$ cat src/ffcc_pkg.sv
// Shared types, codes and widths for the fixed-function color combiner.
package ffcc_pkg;

  localparam int unsigned ARGB_W     = 32;
  localparam int unsigned CH_W       = 8;
  localparam int unsigned MODE_W     = 26;
  localparam int unsigned CFG_IDX_W  = 2;
  localparam int unsigned CFG_DATA_W = 32;
  localparam int unsigned NUM_CH     = 4;

  // Channel lanes
  localparam int unsigned CH_RED   = 0;
  localparam int unsigned CH_GREEN = 1;
  localparam int unsigned CH_BLUE  = 2;
  localparam int unsigned CH_ALPHA = 3;

  // Configuration register indexes
  localparam logic [CFG_IDX_W-1:0] REG_COMBINE_MODE = 2'd0;
  localparam logic [CFG_IDX_W-1:0] REG_CONST_ZERO   = 2'd1;
  localparam logic [CFG_IDX_W-1:0] REG_CONST_ONE    = 2'd2;

  // Other color / alpha source
  localparam logic [1:0] OTHER_ITER  = 2'd0;
  localparam logic [1:0] OTHER_TEXEL = 2'd1;
  localparam logic [1:0] OTHER_CONST = 2'd2;

  // Local alpha source
  localparam logic [1:0] LALPHA_ITER  = 2'd0;
  localparam logic [1:0] LALPHA_CONST = 2'd1;
  localparam logic [1:0] LALPHA_Z     = 2'd2;
  localparam logic [1:0] LALPHA_W     = 2'd3;

  // Blend factor codes
  localparam logic [2:0] FACT_LOCAL_RGB   = 3'd1;
  localparam logic [2:0] FACT_OTHER_ALPHA = 3'd2;
  localparam logic [2:0] FACT_LOCAL_ALPHA = 3'd3;
  localparam logic [2:0] FACT_TEXEL_ALPHA = 3'd4;
  localparam logic [2:0] FACT_TEXEL_RGB   = 3'd5;

  // Color add codes
  localparam logic [1:0] ADD_LOCAL_RGB   = 2'd1;
  localparam logic [1:0] ADD_LOCAL_ALPHA = 2'd2;

  localparam logic [CH_W-1:0] BYTE_ONES = 8'hff;

  typedef struct packed {
    logic       a_invert;    // 25
    logic [1:0] a_add;       // 24:23
    logic       a_reverse;   // 22
    logic [2:0] a_factor;    // 21:19
    logic       a_sub;       // 18
    logic       a_zero;      // 17
    logic       c_invert;    // 16
    logic [1:0] c_add;       // 15:14
    logic       c_reverse;   // 13
    logic [2:0] c_factor;    // 12:10
    logic       c_sub;       // 9
    logic       c_zero;      // 8
    logic       override;    // 7
    logic [1:0] a_local;     // 6:5
    logic       c_local;     // 4
    logic [1:0] a_other;     // 3:2
    logic [1:0] c_other;     // 1:0
  } mode_t;

  typedef struct packed {
    logic [CH_W-1:0] other;
    logic [CH_W-1:0] loc;
    logic [CH_W-1:0] factor;
    logic [CH_W-1:0] add_val;
    logic            zero_other;
    logic            sub_local;
    logic            invert;
  } chan_op_t;

  typedef struct packed {
    logic [ARGB_W-1:0] iterated_argb;
    logic [ARGB_W-1:0] texel_argb;
    logic [CH_W-1:0]   z_alpha;
    logic [CH_W-1:0]   w_alpha;
  } pix_t;

  function automatic logic [CH_W-1:0] get_ch(input logic [ARGB_W-1:0] argb,
                                             input int unsigned ch);
    logic [CH_W-1:0] r;
    case (ch)
      CH_RED:   r = argb[23:16];
      CH_GREEN: r = argb[15:8];
      CH_BLUE:  r = argb[7:0];
      default:  r = argb[31:24];
    endcase
    return r;
  endfunction

endpackage

$ cat src/ffcc_in_if.sv
// Pixel request channel into the combiner.
interface ffcc_in_if;
  import ffcc_pkg::*;
  logic                valid;
  logic                ready;
  logic [ARGB_W-1:0]   iterated_argb;
  logic [ARGB_W-1:0]   texel_argb;
  logic [CH_W-1:0]     z_alpha;
  logic [CH_W-1:0]     w_alpha;

  modport source (output valid, iterated_argb, texel_argb, z_alpha, w_alpha,
                  input ready);
  modport sink   (input valid, iterated_argb, texel_argb, z_alpha, w_alpha,
                  output ready);
endinterface

$ cat src/ffcc_out_if.sv
// Combined pixel result channel.
interface ffcc_out_if;
  import ffcc_pkg::*;
  logic              valid;
  logic              ready;
  logic [CH_W-1:0]   out_red;
  logic [CH_W-1:0]   out_green;
  logic [CH_W-1:0]   out_blue;
  logic [CH_W-1:0]   out_alpha;

  modport source (output valid, out_red, out_green, out_blue, out_alpha,
                  input ready);
  modport sink   (input valid, out_red, out_green, out_blue, out_alpha,
                  output ready);
endinterface

$ cat src/ffcc_cfg_if.sv
// Configuration register write channel.
interface ffcc_cfg_if;
  import ffcc_pkg::*;
  logic                  valid;
  logic                  ready;
  logic [CFG_IDX_W-1:0]  index;
  logic [CFG_DATA_W-1:0] data;

  modport source (output valid, index, data, input ready);
  modport sink   (input valid, index, data, output ready);
endinterface

$ cat src/ffcc_cfg_regs.sv
// Combine mode and constant color registers.
module ffcc_cfg_regs (
  input  logic                          clk,
  input  logic                          rst_n,
  ffcc_cfg_if.sink                      cfg_wr,
  output ffcc_pkg::mode_t               mode,
  output logic [ffcc_pkg::ARGB_W-1:0]   const_zero,
  output logic [ffcc_pkg::ARGB_W-1:0]   const_one
);
  import ffcc_pkg::*;

  logic [MODE_W-1:0] mode_r, mode_nxt;
  logic [ARGB_W-1:0] czero_r, czero_nxt;
  logic [ARGB_W-1:0] cone_r, cone_nxt;
  logic              wr_en;

  assign cfg_wr.ready = 1'b1;
  assign wr_en        = cfg_wr.valid;

  always_comb begin
    mode_nxt  = mode_r;
    czero_nxt = czero_r;
    cone_nxt  = cone_r;
    if (wr_en) begin
      unique case (cfg_wr.index)
        REG_COMBINE_MODE: mode_nxt  = cfg_wr.data[MODE_W-1:0];
        REG_CONST_ZERO:   czero_nxt = cfg_wr.data[ARGB_W-1:0];
        REG_CONST_ONE:    cone_nxt  = cfg_wr.data[ARGB_W-1:0];
        default: ;  // drop writes beyond the register list
      endcase
    end
  end

  always_ff @(posedge clk) begin
    if (!rst_n) begin
      mode_r  <= '0;
      czero_r <= '0;
      cone_r  <= '0;
    end else begin
      mode_r  <= mode_nxt;
      czero_r <= czero_nxt;
      cone_r  <= cone_nxt;
    end
  end

  assign mode       = mode_t'(mode_r);
  assign const_zero = czero_r;
  assign const_one  = cone_r;
endmodule

$ cat src/ffcc_operand_sel.sv
// Source selection: other, local, blend factor and add term per channel.
module ffcc_operand_sel (
  input  ffcc_pkg::mode_t                             mode,
  input  logic [ffcc_pkg::ARGB_W-1:0]                 const_zero,
  input  logic [ffcc_pkg::ARGB_W-1:0]                 const_one,
  input  ffcc_pkg::pix_t                              pix,
  output ffcc_pkg::chan_op_t [ffcc_pkg::NUM_CH-1:0]   ops
);
  import ffcc_pkg::*;

  logic [ARGB_W-1:0] oc, oa_src, lc;
  logic [CH_W-1:0]   oa, la, ta;
  logic              use_const;

  function automatic logic [ARGB_W-1:0] pick_other(input logic [1:0] sel,
                                                   input logic [ARGB_W-1:0] it,
                                                   input logic [ARGB_W-1:0] tx,
                                                   input logic [ARGB_W-1:0] c1);
    logic [ARGB_W-1:0] r;
    unique case (sel)
      OTHER_ITER:  r = it;
      OTHER_TEXEL: r = tx;
      OTHER_CONST: r = c1;
      default:     r = '0;
    endcase
    return r;
  endfunction

  always_comb begin
    oc     = pick_other(mode.c_other, pix.iterated_argb, pix.texel_argb, const_one);
    oa_src = pick_other(mode.a_other, pix.iterated_argb, pix.texel_argb, const_one);
    oa     = get_ch(oa_src, CH_ALPHA);
    ta     = get_ch(pix.texel_argb, CH_ALPHA);

    // texel alpha MSB steers the local color when override is set
    use_const = mode.override ? ta[CH_W-1] : mode.c_local;
    lc        = use_const ? const_zero : pix.iterated_argb;

    unique case (mode.a_local)
      LALPHA_ITER:  la = get_ch(pix.iterated_argb, CH_ALPHA);
      LALPHA_CONST: la = get_ch(const_zero, CH_ALPHA);
      LALPHA_Z:     la = pix.z_alpha;
      LALPHA_W:     la = pix.w_alpha;
      default:      la = '0;
    endcase
  end

  for (genvar i = 0; i < 3; i++) begin : g_rgb
    logic [CH_W-1:0] lcc, fac;
    always_comb begin
      lcc = get_ch(lc, i);
      unique case (mode.c_factor)
        FACT_LOCAL_RGB:   fac = lcc;
        FACT_OTHER_ALPHA: fac = oa;
        FACT_LOCAL_ALPHA: fac = la;
        FACT_TEXEL_ALPHA: fac = ta;
        FACT_TEXEL_RGB:   fac = get_ch(pix.texel_argb, i);
        default:          fac = '0;
      endcase

      ops[i].other      = get_ch(oc, i);
      ops[i].loc        = lcc;
      ops[i].factor     = mode.c_reverse ? fac : (fac ^ BYTE_ONES);
      ops[i].zero_other = mode.c_zero;
      ops[i].sub_local  = mode.c_sub;
      ops[i].invert     = mode.c_invert;
      case (mode.c_add)
        ADD_LOCAL_RGB:   ops[i].add_val = lcc;
        ADD_LOCAL_ALPHA: ops[i].add_val = la;
        default:         ops[i].add_val = '0;
      endcase
    end
  end

  logic [CH_W-1:0] afac;
  always_comb begin
    case (mode.a_factor)
      FACT_LOCAL_RGB, FACT_LOCAL_ALPHA: afac = la;
      FACT_OTHER_ALPHA:                 afac = oa;
      FACT_TEXEL_ALPHA:                 afac = ta;
      default:                          afac = '0;
    endcase

    ops[CH_ALPHA].other      = oa;
    ops[CH_ALPHA].loc        = la;
    ops[CH_ALPHA].factor     = mode.a_reverse ? afac : (afac ^ BYTE_ONES);
    ops[CH_ALPHA].add_val    = (mode.a_add != 2'd0) ? la : '0;
    ops[CH_ALPHA].zero_other = mode.a_zero;
    ops[CH_ALPHA].sub_local  = mode.a_sub;
    ops[CH_ALPHA].invert     = mode.a_invert;
  end
endmodule

$ cat src/ffcc_channel.sv
// One channel of the combine: subtract, scale, shift, add, clamp, invert.
module ffcc_channel (
  input  ffcc_pkg::chan_op_t          op,
  output logic [ffcc_pkg::CH_W-1:0]   res
);
  import ffcc_pkg::*;

  logic signed [CH_W:0]     oth_s, loc_s, diff;
  logic        [CH_W:0]     fac_p1;
  logic signed [CH_W+1:0]   mult;
  logic signed [2*CH_W+2:0] prod;
  logic signed [CH_W+1:0]   scaled, sum;
  logic        [CH_W-1:0]   clamped;

  always_comb begin
    oth_s  = op.zero_other ? '0 : $signed({1'b0, op.other});
    loc_s  = op.sub_local  ? $signed({1'b0, op.loc}) : '0;
    diff   = oth_s - loc_s;
    fac_p1 = {1'b0, op.factor} + 9'd1;
    mult   = $signed({1'b0, fac_p1});
    prod   = diff * mult;
    // arithmetic shift right by 8 rounds toward minus infinity
    scaled = prod[2*CH_W+1:CH_W];
    sum    = scaled + $signed({2'b00, op.add_val});
    if (sum[CH_W+1])
      clamped = '0;
    else if (sum[CH_W])
      clamped = BYTE_ONES;
    else
      clamped = sum[CH_W-1:0];
    res = op.invert ? (clamped ^ BYTE_ONES) : clamped;
  end
endmodule

$ cat src/fixed_function_color_combiner.sv
// Top level of the fixed-function color combiner.
//
// Per pixel, combines iterated color, texel color and Z/W alpha bytes into
// one clamped ARGB result under control of the combine mode register.
// Channels (valid/ready, a request moves when both are high):
//   in_pix  : iterated_argb, texel_argb, z_alpha, w_alpha
//   out_pix : out_red, out_green, out_blue, out_alpha
//   cfg_wr  : index 0 combine_mode, 1 constant_color_zero,
//             2 constant_color_one; always ready, other indexes dropped.
// The path is one input register, the combine logic, one result
// register. Throughput is one pixel per clock while the receiver does not
// stall; the four channel multipliers work in parallel.
// When the receiver stalls, the result register holds and an empty input
// register still takes one request; once it is full, in_pix.ready drops.
// Reset (rst_n low, synchronous) clears both stage valids and the
// configuration registers to zero. Write configuration only while idle.
module fixed_function_color_combiner (
  input  logic        clk,
  input  logic        rst_n,
  ffcc_in_if.sink     in_pix,
  ffcc_out_if.source  out_pix,
  ffcc_cfg_if.sink    cfg_wr
);
  import ffcc_pkg::*;

  mode_t                  mode;
  logic [ARGB_W-1:0]      const_zero, const_one;
  chan_op_t [NUM_CH-1:0]  ops;
  logic [CH_W-1:0]        res [NUM_CH];

  logic                   s1_valid_r, s1_valid_nxt;
  pix_t                   s1_pix_r, s1_pix_nxt;
  logic                   out_valid_r, out_valid_nxt;
  logic [CH_W-1:0]        out_res_r [NUM_CH];
  logic [CH_W-1:0]        out_res_nxt [NUM_CH];
  logic                   out_free, in_take;

  ffcc_cfg_regs u_cfg (
    .clk        (clk),
    .rst_n      (rst_n),
    .cfg_wr     (cfg_wr),
    .mode       (mode),
    .const_zero (const_zero),
    .const_one  (const_one)
  );

  ffcc_operand_sel u_sel (
    .mode       (mode),
    .const_zero (const_zero),
    .const_one  (const_one),
    .pix        (s1_pix_r),
    .ops        (ops)
  );

  for (genvar i = 0; i < NUM_CH; i++) begin : g_ch
    ffcc_channel u_ch (
      .op  (ops[i]),
      .res (res[i])
    );
  end

  assign out_free     = !out_valid_r || out_pix.ready;
  assign in_pix.ready = !s1_valid_r || out_free;
  assign in_take      = in_pix.valid && in_pix.ready;

  always_comb begin
    s1_valid_nxt = s1_valid_r;
    s1_pix_nxt   = s1_pix_r;
    if (in_take) begin
      s1_valid_nxt             = 1'b1;
      s1_pix_nxt.iterated_argb = in_pix.iterated_argb;
      s1_pix_nxt.texel_argb    = in_pix.texel_argb;
      s1_pix_nxt.z_alpha       = in_pix.z_alpha;
      s1_pix_nxt.w_alpha       = in_pix.w_alpha;
    end else if (out_free) begin
      s1_valid_nxt = 1'b0;
    end

    out_valid_nxt = out_valid_r;
    out_res_nxt   = out_res_r;
    if (out_free) begin
      // advance the input stage into the result register
      out_valid_nxt = s1_valid_r;
      if (s1_valid_r)
        out_res_nxt = res;
    end
  end

  always_ff @(posedge clk) begin
    if (!rst_n) begin
      s1_valid_r  <= 1'b0;
      out_valid_r <= 1'b0;
    end else begin
      s1_valid_r  <= s1_valid_nxt;
      out_valid_r <= out_valid_nxt;
    end
  end

  always_ff @(posedge clk) begin
    s1_pix_r  <= s1_pix_nxt;
    out_res_r <= out_res_nxt;
  end

  assign out_pix.valid     = out_valid_r;
  assign out_pix.out_red   = out_res_r[CH_RED];
  assign out_pix.out_green = out_res_r[CH_GREEN];
  assign out_pix.out_blue  = out_res_r[CH_BLUE];
  assign out_pix.out_alpha = out_res_r[CH_ALPHA];
endmodule

$ cat src/flat_wrapper.sv
// flat-port wrapper written by rule: the top's interface ports become plain ports
module fixed_function_color_combiner_flat import ffcc_pkg::*;
  (clk, rst_n, in_pix_valid, in_pix_iterated_argb, in_pix_texel_argb, in_pix_z_alpha, in_pix_w_alpha, in_pix_ready, out_pix_valid, out_pix_out_red, out_pix_out_green, out_pix_out_blue, out_pix_out_alpha, out_pix_ready, cfg_wr_valid, cfg_wr_index, cfg_wr_data, cfg_wr_ready);
  ffcc_in_if in_pix_i ();
  ffcc_out_if out_pix_i ();
  ffcc_cfg_if cfg_wr_i ();
  input  logic clk;
  input  logic rst_n;
  input wire logic [$bits(in_pix_i.valid)-1:0] in_pix_valid;
  input wire logic [$bits(in_pix_i.iterated_argb)-1:0] in_pix_iterated_argb;
  input wire logic [$bits(in_pix_i.texel_argb)-1:0] in_pix_texel_argb;
  input wire logic [$bits(in_pix_i.z_alpha)-1:0] in_pix_z_alpha;
  input wire logic [$bits(in_pix_i.w_alpha)-1:0] in_pix_w_alpha;
  output wire logic [$bits(in_pix_i.ready)-1:0] in_pix_ready;
  output wire logic [$bits(out_pix_i.valid)-1:0] out_pix_valid;
  output wire logic [$bits(out_pix_i.out_red)-1:0] out_pix_out_red;
  output wire logic [$bits(out_pix_i.out_green)-1:0] out_pix_out_green;
  output wire logic [$bits(out_pix_i.out_blue)-1:0] out_pix_out_blue;
  output wire logic [$bits(out_pix_i.out_alpha)-1:0] out_pix_out_alpha;
  input wire logic [$bits(out_pix_i.ready)-1:0] out_pix_ready;
  input wire logic [$bits(cfg_wr_i.valid)-1:0] cfg_wr_valid;
  input wire logic [$bits(cfg_wr_i.index)-1:0] cfg_wr_index;
  input wire logic [$bits(cfg_wr_i.data)-1:0] cfg_wr_data;
  output wire logic [$bits(cfg_wr_i.ready)-1:0] cfg_wr_ready;
  assign in_pix_i.valid = in_pix_valid;
  assign in_pix_i.iterated_argb = in_pix_iterated_argb;
  assign in_pix_i.texel_argb = in_pix_texel_argb;
  assign in_pix_i.z_alpha = in_pix_z_alpha;
  assign in_pix_i.w_alpha = in_pix_w_alpha;
  assign in_pix_ready = in_pix_i.ready;
  assign out_pix_valid = out_pix_i.valid;
  assign out_pix_out_red = out_pix_i.out_red;
  assign out_pix_out_green = out_pix_i.out_green;
  assign out_pix_out_blue = out_pix_i.out_blue;
  assign out_pix_out_alpha = out_pix_i.out_alpha;
  assign out_pix_i.ready = out_pix_ready;
  assign cfg_wr_i.valid = cfg_wr_valid;
  assign cfg_wr_i.index = cfg_wr_index;
  assign cfg_wr_i.data = cfg_wr_data;
  assign cfg_wr_ready = cfg_wr_i.ready;
  fixed_function_color_combiner u_core (.clk(clk), .rst_n(rst_n), .in_pix(in_pix_i), .out_pix(out_pix_i), .cfg_wr(cfg_wr_i));
endmodule
$ cat config.mk
export PLATFORM = sky130hd
export DESIGN_NAME = fixed_function_color_combiner_flat
export DESIGN_NICKNAME = d
export VERILOG_FILES = /design/src/ffcc_pkg.sv /design/src/ffcc_in_if.sv /design/src/ffcc_out_if.sv /design/src/ffcc_cfg_if.sv /design/src/ffcc_cfg_regs.sv /design/src/ffcc_operand_sel.sv /design/src/ffcc_channel.sv /design/src/fixed_function_color_combiner.sv /design/src/flat_wrapper.sv
export SDC_FILE = /design/constraint.sdc
export NUM_CORES = 1
export LEC_CHECK = 0
export BUFFER_PORTS_ARGS = -buffer_cell sky130_fd_sc_hd__buf_2
export CAP_MARGIN = 20
export CORE_MARGIN = 2
export CORE_UTILIZATION = 57
export CTS_CLUSTER_SIZE = 40
export DETAILED_ROUTE_END_ITERATION = 16
export GPL_TIMING_DRIVEN = 0
export PLACE_DENSITY = 0.81
export SLEW_MARGIN = 40
export SYNTH_ARGS = -nofsm -noshare
export SYNTH_HDL_FRONTEND = slang
export SYNTH_SLANG_ARGS = --single-unit
$ cat constraint.sdc
create_clock -name clk -period 8.7 [get_ports clk]
set_input_delay 0 -clock clk [delete_from_list [all_inputs] [get_ports clk]]
set_output_delay 0 -clock clk [all_outputs]
set_load 0.01 [all_outputs]
==> impl_metrics.json <==
{
  "status": "finished with violations",
  "violations": "negative setup slack",
  "final-instance-count-excl-fill": 3516,
  "synth_area_sq_um": 22800,
  "gr-total-overflow": 0,
  "synth_nets": 3096,
  "holdPathStages": 4,
  "vias": 20900,
  "ys_warn_count": 0,
  "dpl.cell_count": 3200,
  "drv_slew": 0,
  "critPathMaxFanout": 8,
  "hold_path_end": "u_core.u_cfg.mode[1]",
  "cts_tree": "yes",
  "rows": 73,
  "cpPeakStageDelay_ns": 0.57,
  "max_cap_viol_count": 0,
  "wl_per_cell_um": 21.4,
  "nets": 3549,
  "criticalPathCategory": "reg -> reg",
  "ys.flop_type": "edfxtp_1",
  "synth_top_area_cell": "fa_1",
  "drtPass1Iterations": 6,
  "areaGrowthSynthToFinish_pct": 31.2,
  "r2r_start": "u_core.u_cfg.mode[7]",
  "drc": 0,
  "drtIter0Drc": 2077,
  "tightest_slew_ns": 0.878,
  "place.port_buffers": 151,
  "setup_slack_ns": -1.03,
  "start_util": 0.576,
  "postSynthAreaPerCell_sq_um": 9.06,
  "hold_class": "in -> reg",
  "core-area_sq_um": 39600,
  "r2r.worst_path.cells": 38,
  "startpoint_type": "flip-flop",
  "fmax_ghz": 0.103,
  "cts_max_path_buffers": 3,
  "clk_pin_slew_ns": 0.07,
  "ys_top_cells_by_area": "fa_1 (18%), edfxtp_1 (15%), ha_1 (14%)",
  "min_period_ns": 9.73,
  "grt_pass1_vias": 21600,
  "clkSinkCount": 204,
  "pre_cts_ws_ns": -1.88,
  "synth_cell_types": 84,
  "placed_area_sq_um": 24800,
  "hold_slack_ns": 0.0520,
  "synth_common_cells": "nand2_1 (362), nor2_1 (273), ha_1 (251)",
  "netlist_instances": 2522,
  "finalSetupViolations": 32,
  "dp_hpwl_mm": 52.1,
  "worst-r2r-setup-slack_ns": -1.03,
  "grt_start_max_net_pins": 52,
  "dieArea_sq_um": 41700,
  "ios": 154,
  "die_w_um": 204,
  "multiInputGateArea_sq_um": 18900,
  "rsz0062_at_grt": "yes",
  "synth_edf_count": 112,
  "fin_skew_ns": 0.0350,
  "drive_gt1_frac": 0.252,
  "finalHoldViolations": 0,
  "antenna_found_initial": 1,
  "ys_seq_elements": 204,
  "rr_endpoint": "u_core.out_pix.out_green[6]",
  "ys_seq_area_frac": 0.228,
  "slew_headroom": 0.410,
  "clk_latency_ns": 0.55,
  "cp.required_ns": 8.94,
  "slowest_stage": "fa_1",
  "hp-start": "cfg_wr_valid",
  "yosys.cell_count.top_type": "nand2_1",
  "synth_top_area_share": 0.179,
  "final_area_sq_um": 30000,
  "ant_nets": 0,
  "synthArstFlopShare": 0,
  "nFillCells": 2477,
  "grt_pass1_wl_mm": 116,
  "regArea_sq_um": 5220,
  "wl_mm": 75.3,
  "cts-root-buf": "clkbuf_16",
  "period_share": 1.12,
  "end_kind": "flip-flop",
  "cts_buffers": 22,
  "critical_path_arrival_ns": 9.97,
  "dieHeight_um": 204,
  "groute.usage.overall": 0.354,
  "avgViaCountPerCell": 5.95,
  "htreeDepth": 1,
  "routabilityCongestion": 0.995
}
## through the flow
stage	TNS (ns)	util
after floorplan	-5.10	-
after global placement	-42.97	0.622
after detailed placement	-49.17	0.625
after CTS	-17.71	0.737
after global routing	-32.68	0.756
final	-23.77	0.756
## state kept, by name, indices dropped and copies added (netlist names)
register,count
u_core.out_pix.valid,1
u_core.u_cfg.const_one,32
u_core.out_pix.out_alpha,8
u_core.out_pix.out_green,8
u_core.out_pix.out_blue,8
u_core.u_cfg.const_zero,32
u_core.s1_valid_r,1
u_core.u_cfg.mode,26
u_core.s1_pix_r,80
u_core.out_pix.out_red,8
## how the worst max path moves through the flow
| stage | slack (ns) | depth (start not counted) | endpoint | startpoint |
|---|---|---|---|---|
| 3_3_place_gp | -1.69 | 40 | u_core.out_pix.out_blue[1] | u_core.s1_pix_r[47] |
| 6_report | -1.03 | 38 | u_core.out_pix.out_green[6] | u_core.u_cfg.mode[7] |
| 5_1_grt | -1.25 | 36 | u_core.out_pix.out_green[6] | u_core.s1_pix_r[47] |
| 4_1_cts | -0.71 | 39 | u_core.out_pix.out_green[6] | u_core.u_cfg.mode[7] |
| 2_1_floorplan | -0.27 | 35 | u_core.out_pix.out_green[0] | u_core.s1_pix_r[47] |
| 3_5_place_dp | -1.88 | 41 | u_core.out_pix.out_blue[6] | u_core.s1_pix_r[47] |
## routing by layer
layer / vias up / track usage / wire, um
met1: 10100 / 0.465 / 29700
met4: 0 / 0.113 / 2780
met3: 224 / 0.0612 / 7050
li1: 9320 / - / -
met5: - / 0 / 0
met2: 1236 / 0.596 / 35700
## critical path, delay by kind of cell, from the launching register on
family	cells	cell delay, ns
flip-flops	1	0.37
AO/OA/AOI/OAI	9	1.64
AND/OR/NAND/NOR	9	2.17
adder cells (fa/ha/maj)	7	3.07
multiplexers	2	0.58
XOR/XNOR	4	0.63
buffers and inverters	7	0.93
## timing repair
action | CTS | global route
pin swaps | 143 | 96
hold endpoints to repair | 172 | 0
resized for setup | 293 | 94
cloned | 1 | 0
hold buffers | 120 | 0
setup buffers | 128 | 33
endpoints found under the setup margin | 32 | 32
## cell type report
type / count / share of cell area
clock inverter: 10 / 0.00309
multi-input combinational: 2005 / 0.629
timing repair buffer: 434 / 0.109
sequential: 204 / 0.174
buffer: 78 / 0.0142
tap: 525 / 0.0219
inverter: 230 / 0.0289
antenna: 1 / 0.0000835
clock buffer: 29 / 0.0196
## placed cells by master, fill, tap and decap left out, drive strengths merged, types with 5 or more instances in the layout
cell type / n
o21bai: 18
o21ai: 66
a22oi: 15
fa: 204
buf: 321
nor3b: 5
edfxtp: 112
xor2: 58
a221oi: 20
nor2b: 41
mux2i: 35
a211oi: 8
dlygate4sd3: 120
a21boi: 93
inv: 232
mux4: 8
clkbuf: 100
nor4: 9
nand3b: 11
nand2: 363
or3: 7
clkinv: 6
o21a: 9
and2: 18
ha: 251
nor2: 274
nand2b: 40
nor3: 35
xnor2: 135
a21oi: 99
dfxtp: 92
a21o: 33
or2: 43
and3: 9
mux2: 25
nand3: 14
## logic make-up after synthesis
logic type | after synthesis | synth area share
other | 1 | 0.000164
muxes | 68 | 0.0357
xor gates and xnor gates | 194 | 0.0753
adders and majority gates | 456 | 0.317
and+or+nand+nor | 891 | 0.176
DFF | 204 | 0.228
AOI/OAI and AO/OA | 395 | 0.117
buffers and inverters | 313 | 0.0521
Power is not shown: default switching activity piles up to over one toggle a cycle in this logic, so the estimate is an artifact.
